[config.mk]
export PLATFORM = sky130hd
export DESIGN_NAME = pm_timer_lost_tick_accounting
export DESIGN_NICKNAME = d
export VERILOG_FILES = /design/src/hw/rtl/pmtla_pkg.sv /design/src/hw/rtl/pm_timer_lost_tick_accounting.sv
export VERILOG_INCLUDE_DIRS = /design/src /design/src/hw/rtl
export SDC_FILE = /design/constraint.sdc
export NUM_CORES = 2
export LEC_CHECK = 0
export BUFFER_PORTS_ARGS = -buffer_cell sky130_fd_sc_hd__clkbuf_2
export CAP_MARGIN = 10
export CORE_ASPECT_RATIO = 1.1
export CORE_MARGIN = 4
export CORE_UTILIZATION = 35
export DETAILED_ROUTE_END_ITERATION = 8
export SYNTH_ARGS = -nofsm -noshare
export SYNTH_HDL_FRONTEND = slang
export SYNTH_SLANG_ARGS = --single-unit
[constraint.sdc]
create_clock -name clk -period 13.6 [get_ports clk]
set_clock_uncertainty 0.1 [all_clocks]
set_input_delay 2.72 -clock clk [delete_from_list [all_inputs] [get_ports clk]]
set_output_delay 2.72 -clock clk [all_outputs]
set_load 0.02 [all_outputs]
[src/hw/rtl/pm_timer_lost_tick_accounting_assert.svh]
// assertion macros used by the lost-tick accounting rtl
`ifndef PM_TIMER_LOST_TICK_ACCOUNTING_ASSERT_SVH
`define PM_TIMER_LOST_TICK_ACCOUNTING_ASSERT_SVH

// same-cycle implication, checked outside reset
`define PMTLA_ASSERT_IMPL(label, clock, resetn, ante, cons, msg) \
    label: assert property (@(posedge clock) disable iff (!resetn) (ante) |-> (cons)) \
        else $error(msg);

// next-cycle implication, checked outside reset
`define PMTLA_ASSERT_NEXT(label, clock, resetn, ante, cons, msg) \
    label: assert property (@(posedge clock) disable iff (!resetn) (ante) |=> (cons)) \
        else $error(msg);

`endif

[src/hw/rtl/pmtla_pkg.sv]
// constants and types of the lost-tick accounting block
package pmtla_pkg;

    localparam int ACTION_W = 2;
    localparam int SAMPLE_W = 24;
    localparam int WIDE_W   = 64;
    localparam int MISSED_W = 24;
    localparam int OFFSET_W = 33;
    localparam int PERIOD_W = 20;
    localparam int FREQ_W   = 24;
    localparam int US_W     = 22;
    localparam int US_SUM_W = 23;
    localparam int PROD_W   = PERIOD_W + FREQ_W;
    localparam int KREM_W   = 10;

    localparam int CFG_INDEX_W = 8;
    localparam int CFG_DATA_W  = 32;

    localparam logic [ACTION_W-1:0] ACT_TICK   = 2'd0;
    localparam logic [ACTION_W-1:0] ACT_QUERY  = 2'd1;
    localparam logic [ACTION_W-1:0] ACT_RESUME = 2'd2;

    localparam logic [CFG_INDEX_W-1:0] REG_TICK_PERIOD = 8'd0;
    localparam logic [CFG_INDEX_W-1:0] REG_CPU_FREQ    = 8'd1;

    localparam logic [PERIOD_W-1:0] TICK_PERIOD_RST = 20'd1000;
    localparam logic [FREQ_W-1:0]   CPU_FREQ_RST    = 24'd1000000;

    localparam logic [31:0] US_NUM    = 32'd286;
    localparam logic [31:0] NS_PER_US = 32'd1000;
    localparam logic [KREM_W:0] KHZ_DIV = 11'd1000;

    typedef struct packed {
        logic [OFFSET_W-1:0] offset_ns;
        logic [WIDE_W-1:0]   tsc_base;
        logic [WIDE_W-1:0]   monotonic_ns;
        logic [MISSED_W-1:0] missed_ticks;
    } result_t;

endpackage

[src/hw/rtl/pm_timer_lost_tick_accounting.sv]
// lost-tick accounting for a free-running power management timer
//
// input words arrive on s_tvalid/s_tready: s_tuser carries the action, s_tdata
// the counter sample and the timestamp counter sample. every input word gives
// one result word on m_tvalid/m_tready.
// configuration writes on cfg_valid/cfg_ready (always ready) set the tick
// period (index 0) and the timestamp counter frequency (index 1); write only
// while no word is in flight.
// a tick passes through conversion, preparation, a bit-serial restoring
// divide by the tick period, a multiply of the remainder by the frequency,
// a bit-serial divide of that product by 1000 and the finish state. query,
// resume and the unused action go from preparation straight to finish.
// one word is worked on at a time; s_tready is high only while idle. the
// result register lets the next word be taken while a result waits, and a
// stalled receiver holds the finished word until the output slot frees.
// reset (rst_n low, asynchronous) restores the register defaults, clears the
// last sample, the remainder and the monotonic base, and arms the first-tick
// flag.
`include "pm_timer_lost_tick_accounting_assert.svh"

module pm_timer_lost_tick_accounting #(
    parameter int COUNTER_BITS = 24
) (
    input  logic         clk,
    input  logic         rst_n,
    input  logic         s_tvalid,
    output logic         s_tready,
    // counter_sample[23:0], tsc_sample[87:24]
    input  logic [87:0]  s_tdata,
    // action[1:0]
    input  logic [1:0]   s_tuser,
    output logic         m_tvalid,
    input  logic         m_tready,
    // missed_ticks[23:0], monotonic_ns[87:24], tsc_base[151:88],
    // offset_ns[184:152], zero[191:185]
    output logic [191:0] m_tdata,
    input  logic         cfg_valid,
    output logic         cfg_ready,
    input  logic [pmtla_pkg::CFG_INDEX_W-1:0] cfg_index,
    input  logic [pmtla_pkg::CFG_DATA_W-1:0]  cfg_data
);

    localparam int CNT_W = $clog2(pmtla_pkg::PROD_W);
    localparam logic [9:0] NS_PER_US_C = pmtla_pkg::NS_PER_US[9:0];

    localparam logic [2:0] ST_IDLE   = 3'd0;
    localparam logic [2:0] ST_CONV   = 3'd1;
    localparam logic [2:0] ST_PREP   = 3'd2;
    localparam logic [2:0] ST_DIV    = 3'd3;
    localparam logic [2:0] ST_MUL    = 3'd4;
    localparam logic [2:0] ST_KDIV   = 3'd5;
    localparam logic [2:0] ST_FINISH = 3'd6;

    logic [2:0] state_reg, state_next;

    logic [pmtla_pkg::PERIOD_W-1:0] period_cfg_reg;
    logic [pmtla_pkg::FREQ_W-1:0]   freq_cfg_reg;

    logic [COUNTER_BITS-1:0]        last_reg;
    logic [pmtla_pkg::PERIOD_W-1:0] rem_reg;
    logic                           first_reg;
    logic [pmtla_pkg::WIDE_W-1:0]   mono_reg;

    logic [pmtla_pkg::ACTION_W-1:0] act_reg;
    logic [COUNTER_BITS-1:0]        now_reg;
    logic [pmtla_pkg::WIDE_W-1:0]   tsc_reg;
    logic [pmtla_pkg::US_W-1:0]     us_reg;
    logic [pmtla_pkg::OFFSET_W-1:0] offs_reg;
    logic [pmtla_pkg::MISSED_W-1:0] missed_reg;

    // divide by tick period: remainder and numerator/quotient shift register
    logic [pmtla_pkg::PERIOD_W-1:0] dr_reg;
    logic [pmtla_pkg::US_SUM_W-1:0] dn_reg;
    // divide by 1000: remainder and numerator/quotient shift register
    logic [pmtla_pkg::KREM_W-1:0]   kr_reg;
    logic [pmtla_pkg::PROD_W-1:0]   kn_reg;
    logic [CNT_W-1:0]               cnt_reg;

    logic                           m_tvalid_reg;
    pmtla_pkg::result_t             result_reg;

    logic [31:0]                    sample_ext;
    logic [COUNTER_BITS-1:0]        now_in;
    logic [COUNTER_BITS-1:0]        delta;
    logic [31:0]                    us_prod;
    logic [pmtla_pkg::PERIOD_W-1:0] period;
    logic [pmtla_pkg::US_SUM_W-1:0] us_sum;
    logic [31:0]                    mono_inc;
    logic [pmtla_pkg::PERIOD_W:0]   dtrial;
    logic                           dbit;
    logic [pmtla_pkg::KREM_W:0]     ktrial;
    logic                           kbit;
    logic [pmtla_pkg::PROD_W-1:0]   rem_freq;
    logic                           out_free;
    logic                           is_tick;

    assign sample_ext = {8'd0, s_tdata[pmtla_pkg::SAMPLE_W-1:0]};
    assign now_in     = sample_ext[COUNTER_BITS-1:0];
    assign delta      = now_reg - last_reg;
    // product kept to 32 bits before the shift
    assign us_prod    = 32'(delta) * pmtla_pkg::US_NUM;
    assign period     = (period_cfg_reg == '0) ? pmtla_pkg::PERIOD_W'(1) : period_cfg_reg;
    assign us_sum     = pmtla_pkg::US_SUM_W'(us_reg) + pmtla_pkg::US_SUM_W'(rem_reg);
    assign mono_inc   = 32'(us_reg) * pmtla_pkg::NS_PER_US;

    assign dtrial = {dr_reg, dn_reg[pmtla_pkg::US_SUM_W-1]};
    assign dbit   = (dtrial >= {1'b0, period});
    assign ktrial = {kr_reg, kn_reg[pmtla_pkg::PROD_W-1]};
    assign kbit   = (ktrial >= pmtla_pkg::KHZ_DIV);

    assign rem_freq = pmtla_pkg::PROD_W'(dr_reg) * pmtla_pkg::PROD_W'(freq_cfg_reg);
    assign out_free = !m_tvalid_reg || m_tready;
    assign is_tick  = (act_reg == pmtla_pkg::ACT_TICK);

    assign s_tready  = (state_reg == ST_IDLE);
    assign cfg_ready = 1'b1;
    assign m_tvalid  = m_tvalid_reg;
    assign m_tdata   = {7'd0, result_reg};

    always_comb
    begin
        state_next = state_reg;
        unique case (state_reg)
            ST_IDLE:
            begin
                if (s_tvalid)
                begin
                    state_next = ST_CONV;
                end
            end
            ST_CONV:   state_next = ST_PREP;
            ST_PREP:   state_next = is_tick ? ST_DIV : ST_FINISH;
            ST_DIV:
            begin
                if (cnt_reg == '0)
                begin
                    state_next = ST_MUL;
                end
            end
            ST_MUL:    state_next = ST_KDIV;
            ST_KDIV:
            begin
                if (cnt_reg == '0)
                begin
                    state_next = ST_FINISH;
                end
            end
            ST_FINISH:
            begin
                if (out_free)
                begin
                    state_next = ST_IDLE;
                end
            end
            default:   state_next = ST_IDLE;
        endcase
    end

    always_ff @(posedge clk or negedge rst_n)
    begin
        if (!rst_n)
        begin
            state_reg      <= ST_IDLE;
            period_cfg_reg <= pmtla_pkg::TICK_PERIOD_RST;
            freq_cfg_reg   <= pmtla_pkg::CPU_FREQ_RST;
            last_reg       <= '0;
            rem_reg        <= '0;
            first_reg      <= 1'b1;
            mono_reg       <= '0;
            m_tvalid_reg   <= 1'b0;
            cnt_reg        <= '0;
        end
        else
        begin
            state_reg <= state_next;

            if (cfg_valid)
            begin
                unique case (cfg_index)
                    pmtla_pkg::REG_TICK_PERIOD:
                        period_cfg_reg <= cfg_data[pmtla_pkg::PERIOD_W-1:0];
                    pmtla_pkg::REG_CPU_FREQ:
                        freq_cfg_reg <= cfg_data[pmtla_pkg::FREQ_W-1:0];
                    default: ;
                endcase
            end

            if (state_reg == ST_FINISH && out_free)
            begin
                m_tvalid_reg <= 1'b1;
            end
            else if (m_tvalid_reg && m_tready)
            begin
                m_tvalid_reg <= 1'b0;
            end

            unique case (state_reg)
                ST_PREP:
                begin
                    if (is_tick)
                    begin
                        last_reg <= now_reg;
                        mono_reg <= mono_reg + pmtla_pkg::WIDE_W'(mono_inc);
                        cnt_reg  <= CNT_W'(pmtla_pkg::US_SUM_W - 1);
                    end
                    else if (act_reg == pmtla_pkg::ACT_RESUME)
                    begin
                        last_reg <= now_reg;
                    end
                end
                ST_DIV:    cnt_reg <= cnt_reg - 1'b1;
                ST_MUL:
                begin
                    // remainder stays only when a whole tick passed after the first
                    if (first_reg || dn_reg == '0)
                    begin
                        rem_reg <= '0;
                    end
                    else
                    begin
                        rem_reg <= dr_reg;
                    end
                    first_reg <= 1'b0;
                    cnt_reg   <= CNT_W'(pmtla_pkg::PROD_W - 1);
                end
                ST_KDIV:   cnt_reg <= cnt_reg - 1'b1;
                default: ;
            endcase
        end
    end

    // datapath registers, no reset needed
    always_ff @(posedge clk)
    begin
        unique case (state_reg)
            ST_IDLE:
            begin
                if (s_tvalid)
                begin
                    act_reg <= s_tuser;
                    now_reg <= now_in;
                    tsc_reg <= s_tdata[pmtla_pkg::SAMPLE_W +: pmtla_pkg::WIDE_W];
                end
            end
            ST_CONV:   us_reg <= us_prod[31:10];
            ST_PREP:
            begin
                offs_reg <= pmtla_pkg::OFFSET_W'(us_sum) * pmtla_pkg::OFFSET_W'(NS_PER_US_C);
                dn_reg   <= us_sum;
                dr_reg   <= '0;
            end
            ST_DIV:
            begin
                dr_reg <= dbit ? pmtla_pkg::PERIOD_W'(dtrial - {1'b0, period})
                               : dtrial[pmtla_pkg::PERIOD_W-1:0];
                dn_reg <= {dn_reg[pmtla_pkg::US_SUM_W-2:0], dbit};
            end
            ST_MUL:
            begin
                missed_reg <= pmtla_pkg::MISSED_W'(dn_reg) - 1'b1;
                kn_reg     <= rem_freq;
                kr_reg     <= '0;
            end
            ST_KDIV:
            begin
                kr_reg <= kbit ? pmtla_pkg::KREM_W'(ktrial - pmtla_pkg::KHZ_DIV)
                               : ktrial[pmtla_pkg::KREM_W-1:0];
                kn_reg <= {kn_reg[pmtla_pkg::PROD_W-2:0], kbit};
            end
            ST_FINISH:
            begin
                if (out_free)
                begin
                    result_reg.missed_ticks <= is_tick ? missed_reg : '0;
                    result_reg.monotonic_ns <= mono_reg;
                    result_reg.tsc_base     <= is_tick
                        ? tsc_reg - pmtla_pkg::WIDE_W'(kn_reg) : '0;
                    result_reg.offset_ns    <= (act_reg == pmtla_pkg::ACT_QUERY)
                        ? offs_reg : '0;
                end
            end
            default: ;
        endcase
    end

    `PMTLA_ASSERT_NEXT(a_busy_after_accept, clk, rst_n, s_tvalid && s_tready,
        state_reg != ST_IDLE, "block still ready after taking a word")
    `PMTLA_ASSERT_IMPL(a_div_rem_range, clk, rst_n, state_reg == ST_MUL,
        dr_reg < period, "tick division remainder not below the period")
    `PMTLA_ASSERT_IMPL(a_kdiv_rem_range, clk, rst_n, state_reg == ST_KDIV,
        {1'b0, kr_reg} < pmtla_pkg::KHZ_DIV, "divide by 1000 remainder out of range")
    `PMTLA_ASSERT_NEXT(a_first_cleared, clk, rst_n, state_reg == ST_MUL,
        !first_reg, "first tick flag not cleared after a tick")
    `PMTLA_ASSERT_NEXT(a_result_shown, clk, rst_n, state_reg == ST_FINISH && out_free,
        m_tvalid_reg && state_reg == ST_IDLE, "finished word not presented")

endmodule

==> metrics.md <==
| Metric | Value |
|---|---|
| Status | `completed` |
| Tcrit/Tclk final | `between 60 and 70%` |
| CTS buffer count | `70` |
| Min cycle time layout | `between 8000 and 9000 ps` |
| Top Ports | `between 300 and 400` |
| Core area | `0.158 mm^2` |
| Worst setup EP type | `flop` |
| Number of synthesized flops with an enable pin | `about 440` |
| Chip Width | `around 390 um` |
| Largest net degree at the start of global routing | `67` |
| Worst-path clk slew | `~60 ps` |
| Hold Slack | `around 360 ps` |
| Port Buffers | `307` |
| Antenna violations before repair | `17` |
| Post-route ant nets | `0` |
| First-pass GRT wire length | `roughly 220000 um` |
| Layout Cells excl Fill | `between 7000 and 8000` |
| Placer Congestion | `between 0.8 and 0.9` |
| Post-synth top area cell | `edfxtp_1` |
| CTS HTree Levels | `3` |
| Final Hold Fails | `0` |
| FF-to-FF Start | `freq_cfg_reg[7]` |
| Clock Latency Late Sink | `between 600 and 700 ps` |
| Drt pass-1 iters | `5` |
| Slowest cell on crit path | `dfrtp_1` |
| Area contributors post-synth | `edfxtp_1, fa_1, ha_1` |
| Post-route DRC | `0` |
| Final setup TNS | `0 ps` |
| RSZ-0062 raised after global routing | `no` |
| Fin. max-slew vios | `0` |
| CTS-repair resized insts | `0` |
| Total congestion overflow | `0` |
| Endpoints failing setup | `0` |
| FP Rows | `153` |
| DP HPWL | `106000 um` |
| Max-cap viol count | `0` |
| Post-synth top cells | `inv_1, fa_1, nand2_1, ha_1, edfxtp_1` |
| Synth async-reset ratio | `between 20% and 30%` |
| Total Routing Usage GR | `between 10% and 20%` |
| Nets | `6960` |
| Synth Warn # | `0` |
| Hold Path Cell Cnt | `0` |
| Crit-path cells | `and2_1, fa_1, inv_1, fa_1, fa_1, inv_1, fa_1, fa_1, fa_1, inv_1, fa_1, inv_1, ha_1, nand4_1, nor2_1, nand3_1, nor3b_1, o2111ai_1, a31oi_1, a41oi_1, or3_1, o21ai_1, xnor2_1, a21oi_1` |
| Most common cell in the netlist | `inv_1` |
| DRC violation total after the first TritonRoute iteration | `about 2300` |
| Syn Inst Count | `approximately 5400` |
| Placed insts | `7717` |
| Hold path startpoint | `mono_reg[56]` |
| Layout cells sized above 1 | `9.65%` |
| Worst hold path type | `flop to flop` |
| Via count | `between 30000 and 40000` |
| Die ar. | `between 0.15 and 0.2 mm^2` |
| Vias per Instance | `4.91` |
| Max reg flops | `approximately 180` |
| CTS Buffer Depth | `3` |
| Post-CTS Hold Fix Bufs | `0` |
| Max Clock Freq | `118 MHz` |
| Avg Inst Size Synth | `10.2 um^2` |
| Drt total wl | `137000 um` |
| Syn-to-layout area delta | `11.4%` |
| Worst-Margin Slew | `approximately 1200 ps` |
| Syn Std Cell Area | `about 0.056 mm^2` |
| CTS root buffer | `clkbuf_16` |
| Max-slew headroom | `between 20% and 30%` |
| Post-synthesis sequential area ratio | `31.1%` |
| Reg2reg path depth | `24` |
| TritonCTS clock tree | `done` |
| Crit Path Category | `flop to flop` |
| Synth Register Bits | `about 600` |
| Arrival time worst endpoint | `around 8800 ps` |
| Crit path required time | `roughly 14000 ps` |
| Die H | `~430 um` |
| CP max FO | `21` |
| CP peak stage delay | `around 760 ps` |
| Worst Setup Start Kind | `flop` |
| CP dominant cell by count | `fa_1` |
| Worst Setup SP | `freq_cfg_reg[7]` |
| Share of the synthesized area in the top cell type | `a little under a quarter` |
| Initial Utilization | `35.2%` |
| Postcts setup bufs | `0` |
| Vias in the first global route | `about 40000` |
| Sink Count | `~600` |
| Netlist cell types | `between 80 and 90` |
| Drt wl/cell | `between 15 and 20 um` |
| Main synth FF type | `edfxtp_1` |
==> layout by cell type, fill, tap and decap left out, drive strengths merged, types with 227 or more instances in the layout <==
cell	count
ha	508
o21ai	241
a21oi	235
inv	960
nor2	227
and2	283
nand2	523
clkbuf	396
edfxtp	442
fa	619
==> kinds of logic after synthesis <==
kind of cell,count (synthesis),share of synthesized area (%)
AO/OA/AOI/OAI,854,9.69
buffers and inverters,1146,7.87
XOR/XNOR,282,4.45
multiplexers,56,1.08
adder cells (fa/ha/maj),1127,33.8
flip-flops,602,31.1
AND/OR/NAND/NOR,1374,12.0
other,2,0.0135
==> metrics by stage <==
stage / worst slack [ps] / instance area [um^2] / util (%)
floorplan: 3150 / 55600 / -
global placement: 5140 / 59400 / 37.6
detailed placement: 5090 / 59400 / 37.6
CTS: 5070 / 61800 / 39.1
global route: 4570 / 61900 / 39.2
finish: 5120 / 61900 / 39.2
==> routing by layer <==
layer  vias up  global-route usage (%)  wire length [um]
met5         -                       0                69
met4        10                    5.35              3940
met3       211                    2.47              6620
met2       860                    28.2             66100
met1     19200                    22.1             60400
li1      18300                       -                 -
==> critical path, delay by kind of cell (launching register included) <==
kind            cells  cell delay (ps)
fa+ha+maj           8             4010
compound gates      5             1170
buf+inv             4              230
simple gates        6             1750
xor+xnor            1              160
flops               1              760
==> path summary, 6_finish.rpt <==
path	to	slack (ps)
setup / recovery	kn_reg[40]	5120
hold / removal	m_tdata[80]	360
setup reg to reg	kn_reg[40]	5120
hold reg to reg	m_tdata[80]	360
max in group asynchronous	freq_cfg_reg[22]	9530
min in group asynchronous	mono_reg[45]	1840
==> cell type report <==
type                       count  area [um^2]
inverter                     955         3580
clock buffer                  90         1920
multi-input combinational   3707        34000
timing repair buffer         362         1960
tap                         2092         2620
clock inverter                37          483
antenna                       11         27.5
fill                       15400        96100
sequential                   602        17300
Power is not shown: default switching activity piles up to over one toggle a cycle in this logic, so the estimate is an artifact.
